<file path="src/hdl/gbe_pkg.sv">
`timescale 1ns / 1ps

package gbe_pkg;

  localparam int POS_W = 40;
  localparam int FRAC = 16;
  localparam int VEL_W = 32;
  localparam int DLT_W = POS_W + 1;
  localparam int DT_W = 16;
  localparam int CFG_IDX_W = 3;
  localparam int CFG_DATA_W = 31;

  localparam logic [63:0] ONE = 64'd1 << FRAC;
  localparam logic [63:0] ONE_SQ = 64'd1 << (2 * FRAC);
  localparam logic [63:0] EARTH_GM = 64'd398589196000000;
  // speed*1000 >= one and dist*10 >= one as plain thresholds
  localparam logic [63:0] DRAG_MIN = (ONE + 64'd999) / 64'd1000;
  localparam logic [63:0] THR_MIN = (ONE + 64'd9) / 64'd10;
  localparam logic [63:0] TMAG_DIV = 64'd167772160;
  localparam logic [63:0] DRAG_DIV = 64'd1 << 33;
  localparam logic [63:0] DT_DIV = 64'd65536;
  localparam logic [63:0] MASS_SCALE = 64'd256;

  localparam logic signed [63:0] S64_MAX = {1'b0, {63{1'b1}}};
  localparam logic signed [63:0] S64_MIN = {1'b1, {63{1'b0}}};
  localparam logic signed [63:0] VEL_MAX = (64'sd1 <<< (VEL_W - 1)) - 64'sd1;
  localparam logic signed [63:0] VEL_MIN = -VEL_MAX - 64'sd1;
  localparam logic signed [63:0] POS_MAX = (64'sd1 <<< (POS_W - 1)) - 64'sd1;
  localparam logic signed [63:0] POS_MIN = -POS_MAX - 64'sd1;

  localparam logic [3:0] K_BRAKE = 4'd8;
  localparam logic [3:0] K_COAST = 4'd5;
  localparam logic [3:0] K_FULL = 4'd10;

  localparam logic [15:0] RST_BODY_MASS = 16'd12800;
  localparam logic [19:0] RST_THRUST_LIMIT = 20'd25600;
  localparam logic [15:0] RST_DRAG_COEFF = 16'd6554;
  localparam logic [23:0] RST_FRONTAL_AREA = 24'd32768;
  localparam logic [30:0] RST_SPEED_LIMIT = 31'd3276800;
  localparam logic [30:0] RST_ACCEL_LIMIT = 31'd655360;
  localparam logic [16:0] RST_PRECISION_GAIN = 17'd62259;

  typedef enum logic [CFG_IDX_W-1:0] {
    REG_BODY_MASS      = 3'd0,
    REG_THRUST_LIMIT   = 3'd1,
    REG_DRAG_COEFF     = 3'd2,
    REG_FRONTAL_AREA   = 3'd3,
    REG_SPEED_LIMIT    = 3'd4,
    REG_ACCEL_LIMIT    = 3'd5,
    REG_PRECISION_GAIN = 3'd6,
    REG_IN_VACUUM      = 3'd7
  } cfg_reg_t;

  typedef enum logic [2:0] {
    MD_IDLE,
    MD_MUL,
    MD_CHK,
    MD_DIV,
    MD_FIN
  } md_state_t;

  typedef enum logic [2:0] {
    MG_IDLE,
    MG_NORM,
    MG_SQ,
    MG_ROOT,
    MG_SHL
  } mg_state_t;

  typedef enum logic [4:0] {
    ST_IDLE,
    ST_G_MAG,
    ST_G_DIV1,
    ST_G_DIV2,
    ST_G_MASS,
    ST_G_FRC,
    ST_D_MAG,
    ST_D_AREA,
    ST_D_V2,
    ST_D_DMAG,
    ST_D_FRC,
    ST_T_MAG,
    ST_T_SAFE,
    ST_T_K,
    ST_T_PG,
    ST_T_MAG2,
    ST_T_FRC,
    ST_A_DIV,
    ST_A_MAG,
    ST_A_SCL,
    ST_A_SAT,
    ST_V_INT,
    ST_V_MAG,
    ST_V_SCL,
    ST_P_INT,
    ST_DONE
  } seq_state_t;

  typedef struct packed {
    logic start;
    logic sgn;
  } md_ctl_t;

  function automatic logic signed [63:0] sat_add64(input logic signed [63:0] a,
                                                   input logic signed [63:0] b);
    logic signed [64:0] s;
    s = {a[63], a} + {b[63], b};
    if (s[64] != s[63]) return s[64] ? S64_MIN : S64_MAX;
    return s[63:0];
  endfunction

  function automatic logic signed [63:0] sat_neg64(input logic signed [63:0] a);
    return (a == S64_MIN) ? S64_MAX : -a;
  endfunction

  function automatic logic signed [VEL_W-1:0] sat_vel(input logic signed [63:0] x);
    logic signed [63:0] y;
    y = (x > VEL_MAX) ? VEL_MAX : ((x < VEL_MIN) ? VEL_MIN : x);
    return y[VEL_W-1:0];
  endfunction

  function automatic logic signed [POS_W-1:0] sat_pos(input logic signed [63:0] x);
    logic signed [63:0] y;
    y = (x > POS_MAX) ? POS_MAX : ((x < POS_MIN) ? POS_MIN : x);
    return y[POS_W-1:0];
  endfunction

endpackage

</file>
<file path="src/hdl/gbe_mag3.sv">
`timescale 1ns / 1ps

module gbe_mag3 (
  input  logic        clk,
  input  logic        rst,
  input  logic        start,
  input  logic [63:0] v0,
  input  logic [63:0] v1,
  input  logic [63:0] v2,
  output logic        done,
  output logic [63:0] res
);
  import gbe_pkg::*;

  mg_state_t state, state_next;
  logic [63:0] mv [3];
  logic [5:0]  sh;
  logic [1:0]  cnt;
  logic [63:0] n;
  logic [63:0] bitv;
  logic [63:0] root;
  logic [61:0] sq;
  logic [63:0] rb;
  logic        big;

  always_comb begin
    big = |((mv[0] | mv[1] | mv[2]) >> 31);
    sq = mv[0][30:0] * mv[0][30:0];
    rb = root + bitv;
  end

  assign res = root;

  always_comb begin
    state_next = state;
    unique case (state)
      MG_IDLE: if (start) state_next = MG_NORM;
      MG_NORM: if (!big) state_next = MG_SQ;
      MG_SQ:   if (cnt == 2'd2) state_next = MG_ROOT;
      MG_ROOT: if (bitv == 64'd1) state_next = MG_SHL;
      MG_SHL:  if (sh == 6'd0) state_next = MG_IDLE;
      default: state_next = MG_IDLE;
    endcase
  end

  always_ff @(posedge clk) begin
    if (rst) begin
      state <= MG_IDLE;
      done <= 1'b0;
    end else begin
      state <= state_next;
      done <= (state == MG_SHL) && (sh == 6'd0);
    end
  end

  always_ff @(posedge clk) begin
    unique case (state)
      MG_IDLE: begin
        if (start) begin
          mv[0] <= v0[63] ? 64'd0 - v0 : v0;
          mv[1] <= v1[63] ? 64'd0 - v1 : v1;
          mv[2] <= v2[63] ? 64'd0 - v2 : v2;
          sh <= 6'd0;
        end
      end
      MG_NORM: begin
        cnt <= 2'd0;
        n <= '0;
        if (big) begin
          mv[0] <= mv[0] >> 1;
          mv[1] <= mv[1] >> 1;
          mv[2] <= mv[2] >> 1;
          sh <= sh + 6'd1;
        end
      end
      MG_SQ: begin
        n <= n + {2'b00, sq};
        mv[0] <= mv[1];
        mv[1] <= mv[2];
        cnt <= cnt + 2'd1;
        root <= '0;
        bitv <= 64'd1 << 62;
      end
      MG_ROOT: begin
        if (n >= rb) begin
          n <= n - rb;
          root <= (root >> 1) + bitv;
        end else begin
          root <= root >> 1;
        end
        bitv <= bitv >> 2;
      end
      MG_SHL: begin
        if (sh != 6'd0) begin
          root <= root << 1;
          sh <= sh - 6'd1;
        end
      end
      default: ;
    endcase
  end

endmodule

</file>
<file path="config.mk">
export PLATFORM = sky130hd
export DESIGN_NAME = gbe_mag3
export DESIGN_NICKNAME = d
export VERILOG_FILES = /design/src/hdl/gbe_pkg.sv /design/src/hdl/gbe_mag3.sv
export SDC_FILE = /design/constraint.sdc
export NUM_CORES = 2
export LEC_CHECK = 0
export BUFFER_PORTS_ARGS = -buffer_cell sky130_fd_sc_hd__buf_4
export CAP_MARGIN = 10
export CORE_ASPECT_RATIO = 1.2
export CORE_UTILIZATION = 59
export CTS_CLUSTER_DIAMETER = 60
export DETAILED_ROUTE_END_ITERATION = 16
export GPL_ROUTABILITY_DRIVEN = 0
export PLACE_DENSITY = 0.8
export SYNTH_ARGS = -nofsm -noshare
export SYNTH_HDL_FRONTEND = slang
export SYNTH_SLANG_ARGS = --single-unit
export TNS_END_PERCENT = 5
</file>
<file path="constraint.sdc">
create_clock -name clk -period 8.9 [get_ports clk]
set_input_delay 0.89 -clock clk [delete_from_list [all_inputs] [get_ports clk]]
set_output_delay 0.89 -clock clk [all_outputs]
set_load 0.005 [all_outputs]
</file>
---- After elaboration in Yosys (flattened, before gate mapping) ----
Memory sizes are Yosys's and may differ from the RTL's.
Cells that the tools add are included.
storage, ports and cells
  flip-flop bits (word level) ............. 204
  memory bits (writable) .................. 192
  memories ................................ 1
cells by class
  add/sub/neg operators ................... 10
  multiply operators ...................... 1
  magnitude comparators ................... 1
  eq/ne operators ......................... 14
  muxes and demuxes ....................... 33
  bitwise logic cells ..................... 7
  reduce and logical (&&, ||, !) cells .... 14
memories
  name  depth  bits a word  rd ports  clocked after Yosys merged registers in  wr ports  RTL line        text
  mv    3      64           3         0                                        3         gbe_mag3.sv:16  logic [63:0] mv [3];
operators by type and width
  cell                     count
  $mux W64                 11
  $pmux W64 S3             2
  $sub A1 B64 Y64 const A  3
  $or A64 B64 Y64          2
  $pmux W64 S2             1
  $add A63 B64 Y64         1
  $add A64 B62 Y64         1
  $add A64 B64 Y64         1
  $eq A64 B1 Y1 const B    1
  $ge A64 B64 Y1           1
  $sub A64 B64 Y64         1
  $mul A31 B31 Y62         1
  $reduce_or A33 Y1        1
  $mux W6                  3
  $pmux W6 S3              1
  $mux W3                  5
  $pmux W3 S5              1
  $ne A2 B2 Y1 const B     7
  $reduce_bool A3 Y1       3
  $mux W1                  8
  $add A6 B1 Y6 const B    1
  $eq A3 B2 Y1 const B     2
  $logic_not A6 Y1         1
  $reduce_bool A6 Y1       1
  other kinds (14)         20

---- Longest topological paths before layout ----
  depth after elaboration ................. 8
  gate-level depth with buffers ........... 30
  mapped depth without buffers ............ 27

---- Worst setup path before layout ----
No wires, ideal clock.
  path type ............................... reg2reg
  from .................................... reg root[2], in the netlist res[2]
  to ...................................... reg n[0], enable pin
  library setup time ...................... 0.524 ns
  arrival time ............................ 8.530 ns
  required time ........................... 8.376 ns
  setup slack ............................. -0.154 ns
  cell stages (with the launch flop) ...... 24
  buffers on the path ..................... 3
  clock period less this slack ............ 9.054 ns
  cell sequence ........................... edfxtp_1 -> ha_1 -> a31o_2 -> a31oi_1 -> o21ai_0 -> a21o_1 -> a21oi_1 -> o21ai_0 -> a211oi_1 -> o21ai_1 -> a31oi_1 -> xor2_1 -> ha_1 -> clkbuf_1 -> nand4_1 -> nor2b_1 -> nand2_1 -> or3_1 -> nor2b_1 -> a21oi_1 -> o31ai_1 -> clkbuf_1 -> buf_1 -> a31oi_1
on the way
  word-level cells in the longest chain between the ends .. 4
RTL lines
  item                         RTL line        text
  start, declared              gbe_mag3.sv:21  logic [63:0] root;
  start signal, assigned       gbe_mag3.sv:87  root <= (root >> 1) + bitv;
  start signal, assigned       gbe_mag3.sv:89  root <= root >> 1;
  start signal, assigned       gbe_mag3.sv:95  root <= root << 1;
  $add A64 B64 Y64             gbe_mag3.sv:29  rb = root + bitv;
  $ge A64 B64 Y1               gbe_mag3.sv:85  if (n >= rb) begin
  $ne A2 B2 Y1 (no line)       n/a
  $reduce_and A2 Y1 (no line)  n/a
  end signal, assigned         gbe_mag3.sv:77  n <= n + {2'b00, sq};
  end signal, assigned         gbe_mag3.sv:86  n <= n - rb;
  end, declared                gbe_mag3.sv:19  logic [63:0] n;
No other way between the ends.
A chain may end at the register's enable or synchronous reset.

==> summary.txt <==
Reg2Reg Setup Slack = 0.30 ns
Fmax = 116 MHz
Hold path endpoint = state[2]$_SDFFE_PP0P_
Nets = 8160
Die height = 347 um
Unique masters post-synth = 82
GRT overflow = 0
Vias = 49.2k
R2R Path End = n[62]$_DFFE_PP_
Mapped Avg Cell Area = 8.81 um2
Clk_skew = 0.0310 ns
Largest net degree at the start of global routing = 113
Most used cell, CP = fa_1
Seq/Total Area, Yosys = 0.186
Unrepaired setup endpoints after global routing = false
Vias per cell = 6.10
Vias in the first global route = 50.4k
Die W = 290 um
Startpoint Class = flip-flop
CTS H-tree depth = 2
Hold path startpoint = rst
DIE AREA = 0.101 mm2
Launch point of the worst reg-to-reg path = mv[0][16]$_DFFE_PP_
CP Capture Type = flip-flop
Hpwl dp = 134000 um
WL per Instance = 20.5 um
Clk pin slew, worst setup/hold paths = 0.06 ns
FILL cells = 8015
Starting density of the core = 0.595
Cells after Synth = 6643
CTS tree = built
Final Hold Fails = 0
Placed Area = 0.0619 mm2
Setup TNS = 0 ns
Buffers plus inverters on the worst setup path = 6
Tcrit/Tclk final = 0.966
Top delay family on crit path = adder cells
Buffers on Ports = 259
Hold Buf Count CTS = 0
Tightest Pin Transition = 1.28 ns
CP peak stage delay = 0.98 ns
Core area = 0.0984 mm2
Io pins = 260
First-pass GRT wire length = 262000 um
Final min period = 8.60 ns
Max-slew headroom = 0.141
Proportion of layout cells with a drive suffix above 1 = 0.0775
CTS Buf Count = 45
DRC errors left = 0
Cell area after synthesis = 0.0585 mm2
Yosys warns = 0
Total routed wirelength = 166000 um
Initial antenna violation count = 8
CP Class = reg -> reg
Number of synthesized flops with an enable pin = 360
Clock Path Buffers = 3
Initial DRC Count = 4663
Max Transition Viols Final = 0
Status = completed
Drt pass-1 iters = 10
Design area = 0.0634 mm2
Clk_lat worst skew = 0.62 ns
Final setup fails = 0
Worst EP arrival = 8.96 ns
HP Class = in -> reg
Rows = 126
Sink Count = 364
Remaining antenna violation count after routing = 0
Crit Path Max Fanout = 17
R2R cell count = 27
Hold depth = 2
Crit path required time = 9.26 ns
Mapped Nets = 8054
CP max-delay cell = edfxtp_1
Max Cap Viol = 0
GRT Resource Usage Total = 0.331
Area of the multi-input gates = 0.0427 mm2
#FFs+latches synth = 364
Root buffer cell = clkbuf_16
Hold Slack = 0.466 ns
Layout area overhead = 8.31%
Post-synth top flop = edfxtp_1
Area taken by flip-flops and latches = 0.0109 mm2
Ys async rst share = 0
[per-stage QoR]
stage                     instances  utilization  setup WS (ns)
after detailed placement       7979        0.629          0.365
final                          8068        0.645          0.300
after CTS                      8061        0.644          0.321
after floorplan                6643            -           1.01
after global placement         7979        0.629          0.384
after global routing           8067        0.645         0.0111
[worst max path at each step]
stage	start	endpoint	slack (ns)	depth (start not counted)
CTS	mv[0][7]$_DFFE_PP_	n[35]$_DFFE_PP_	0.32	23
floorplan	mv[0][12]$_DFFE_PP_	n[60]$_DFFE_PP_	1.01	28
global placement	mv[0][7]$_DFFE_PP_	n[35]$_DFFE_PP_	0.38	23
finish	mv[0][16]$_DFFE_PP_	n[62]$_DFFE_PP_	0.30	27
detailed placement	mv[0][12]$_DFFE_PP_	n[61]$_DFFE_PP_	0.37	23
global route	mv[0][9]$_DFFE_PP_	n[35]$_DFFE_PP_	0.01	25
[layout make-up]
class	instances	area share
multi-input cells	4938	0.673
flip-flops and latches	364	0.172
inverters	1028	0.0609
repair buffers	372	0.0448
well taps	1280	0.0253
clock buffers	53	0.0186
clock inverters	29	0.00521
diodes	4	0.000158
[state kept, by name (all words and copies together), names as in the netlist]
signal	count
mv	192
n	64
res	64
bitv	32
sh	6
state	3
cnt	2
done	1
[cells in the final DEF (no fill, tap or decap), types with 51 or more instances in the layout]
cell         n
nor3_1      51
o21ai_0    416
xnor2_1    166
edfxtp_1   360
nand2_1    751
fa_1       800
and2_1     249
nand3_1     65
xor2_1     285
a31oi_1     73
o31ai_1     75
a21oi_1    367
inv_1     1026
nand4_1     62
nor4_1      67
ha_1       416
a21o_1     109
buf_4      368
nor2_1     408
[cells by family after synthesis]
family,count (synthesis),share of synthesized area
flip-flops,364,0.186
AO/OA/AOI/OAI,1348,0.141
AND/OR/NAND/NOR,1901,0.153
multiplexers,21,0.00368
buffers and inverters,1341,0.0860
adder cells (fa/ha/maj),1217,0.363
XOR/XNOR,451,0.0675
[synthesized netlist by cell type (15+ instances only)]
master / instances / area [um2]
a211oi_1: 25 / 188
a21o_1: 109 / 818
a21oi_1: 367 / 1840
a31o_2: 20 / 175
a31oi_1: 74 / 463
and2_1: 250 / 1560
and3_1: 37 / 231
and4_1: 15 / 131
buf_1: 17 / 63.8
clkbuf_1: 295 / 1110
edfxtp_1: 360 / 10800
fa_1: 800 / 16000
ha_1: 416 / 5200
inv_1: 1027 / 3850
mux2i_1: 17 / 170
nand2_1: 755 / 2830
nand2b_1: 30 / 188
nand3_1: 65 / 325
nand4_1: 62 / 388
nor2_1: 411 / 1540
nor2b_1: 24 / 150
nor3_1: 53 / 265
nor4_1: 67 / 419
o211ai_1: 16 / 120
o21a_1: 21 / 158
o21ai_0: 416 / 2080
o21bai_1: 42 / 315
o22ai_1: 30 / 188
o31ai_1: 76 / 571
o41ai_1: 32 / 280
or2_2: 28 / 175
or3_1: 47 / 294
or4_1: 22 / 165
xnor2_1: 166 / 1450
xor2_1: 285 / 2500
[per-layer routing]
| layer | vias up | share of wire | wire length [um] | GRT usage |
|---|---|---|---|---|
| met3 | 709 | 0.076 | 12700 | 0.0485 |
| li1 | 22200 | - | - | - |
| met1 | 24000 | 0.35 | 58300 | 0.385 |
| met4 | 8 | 0.071 | 11700 | 0.206 |
| met2 | 2345 | 0.50 | 83100 | 0.570 |
| met5 | - | 0.00031 | 52 | 0 |
[timing repair]
item / 4_1_cts / 5_1_grt
resized for setup: 0 / 2
endpoints found under the setup margin: 0 / 6
setup buffers: 0 / 3
endpoints found under the hold margin: 0 / 0
Power is left out: the tool's default activity adds up to more than one toggle a clock period on the data nets, which glitch-free logic cannot reach.
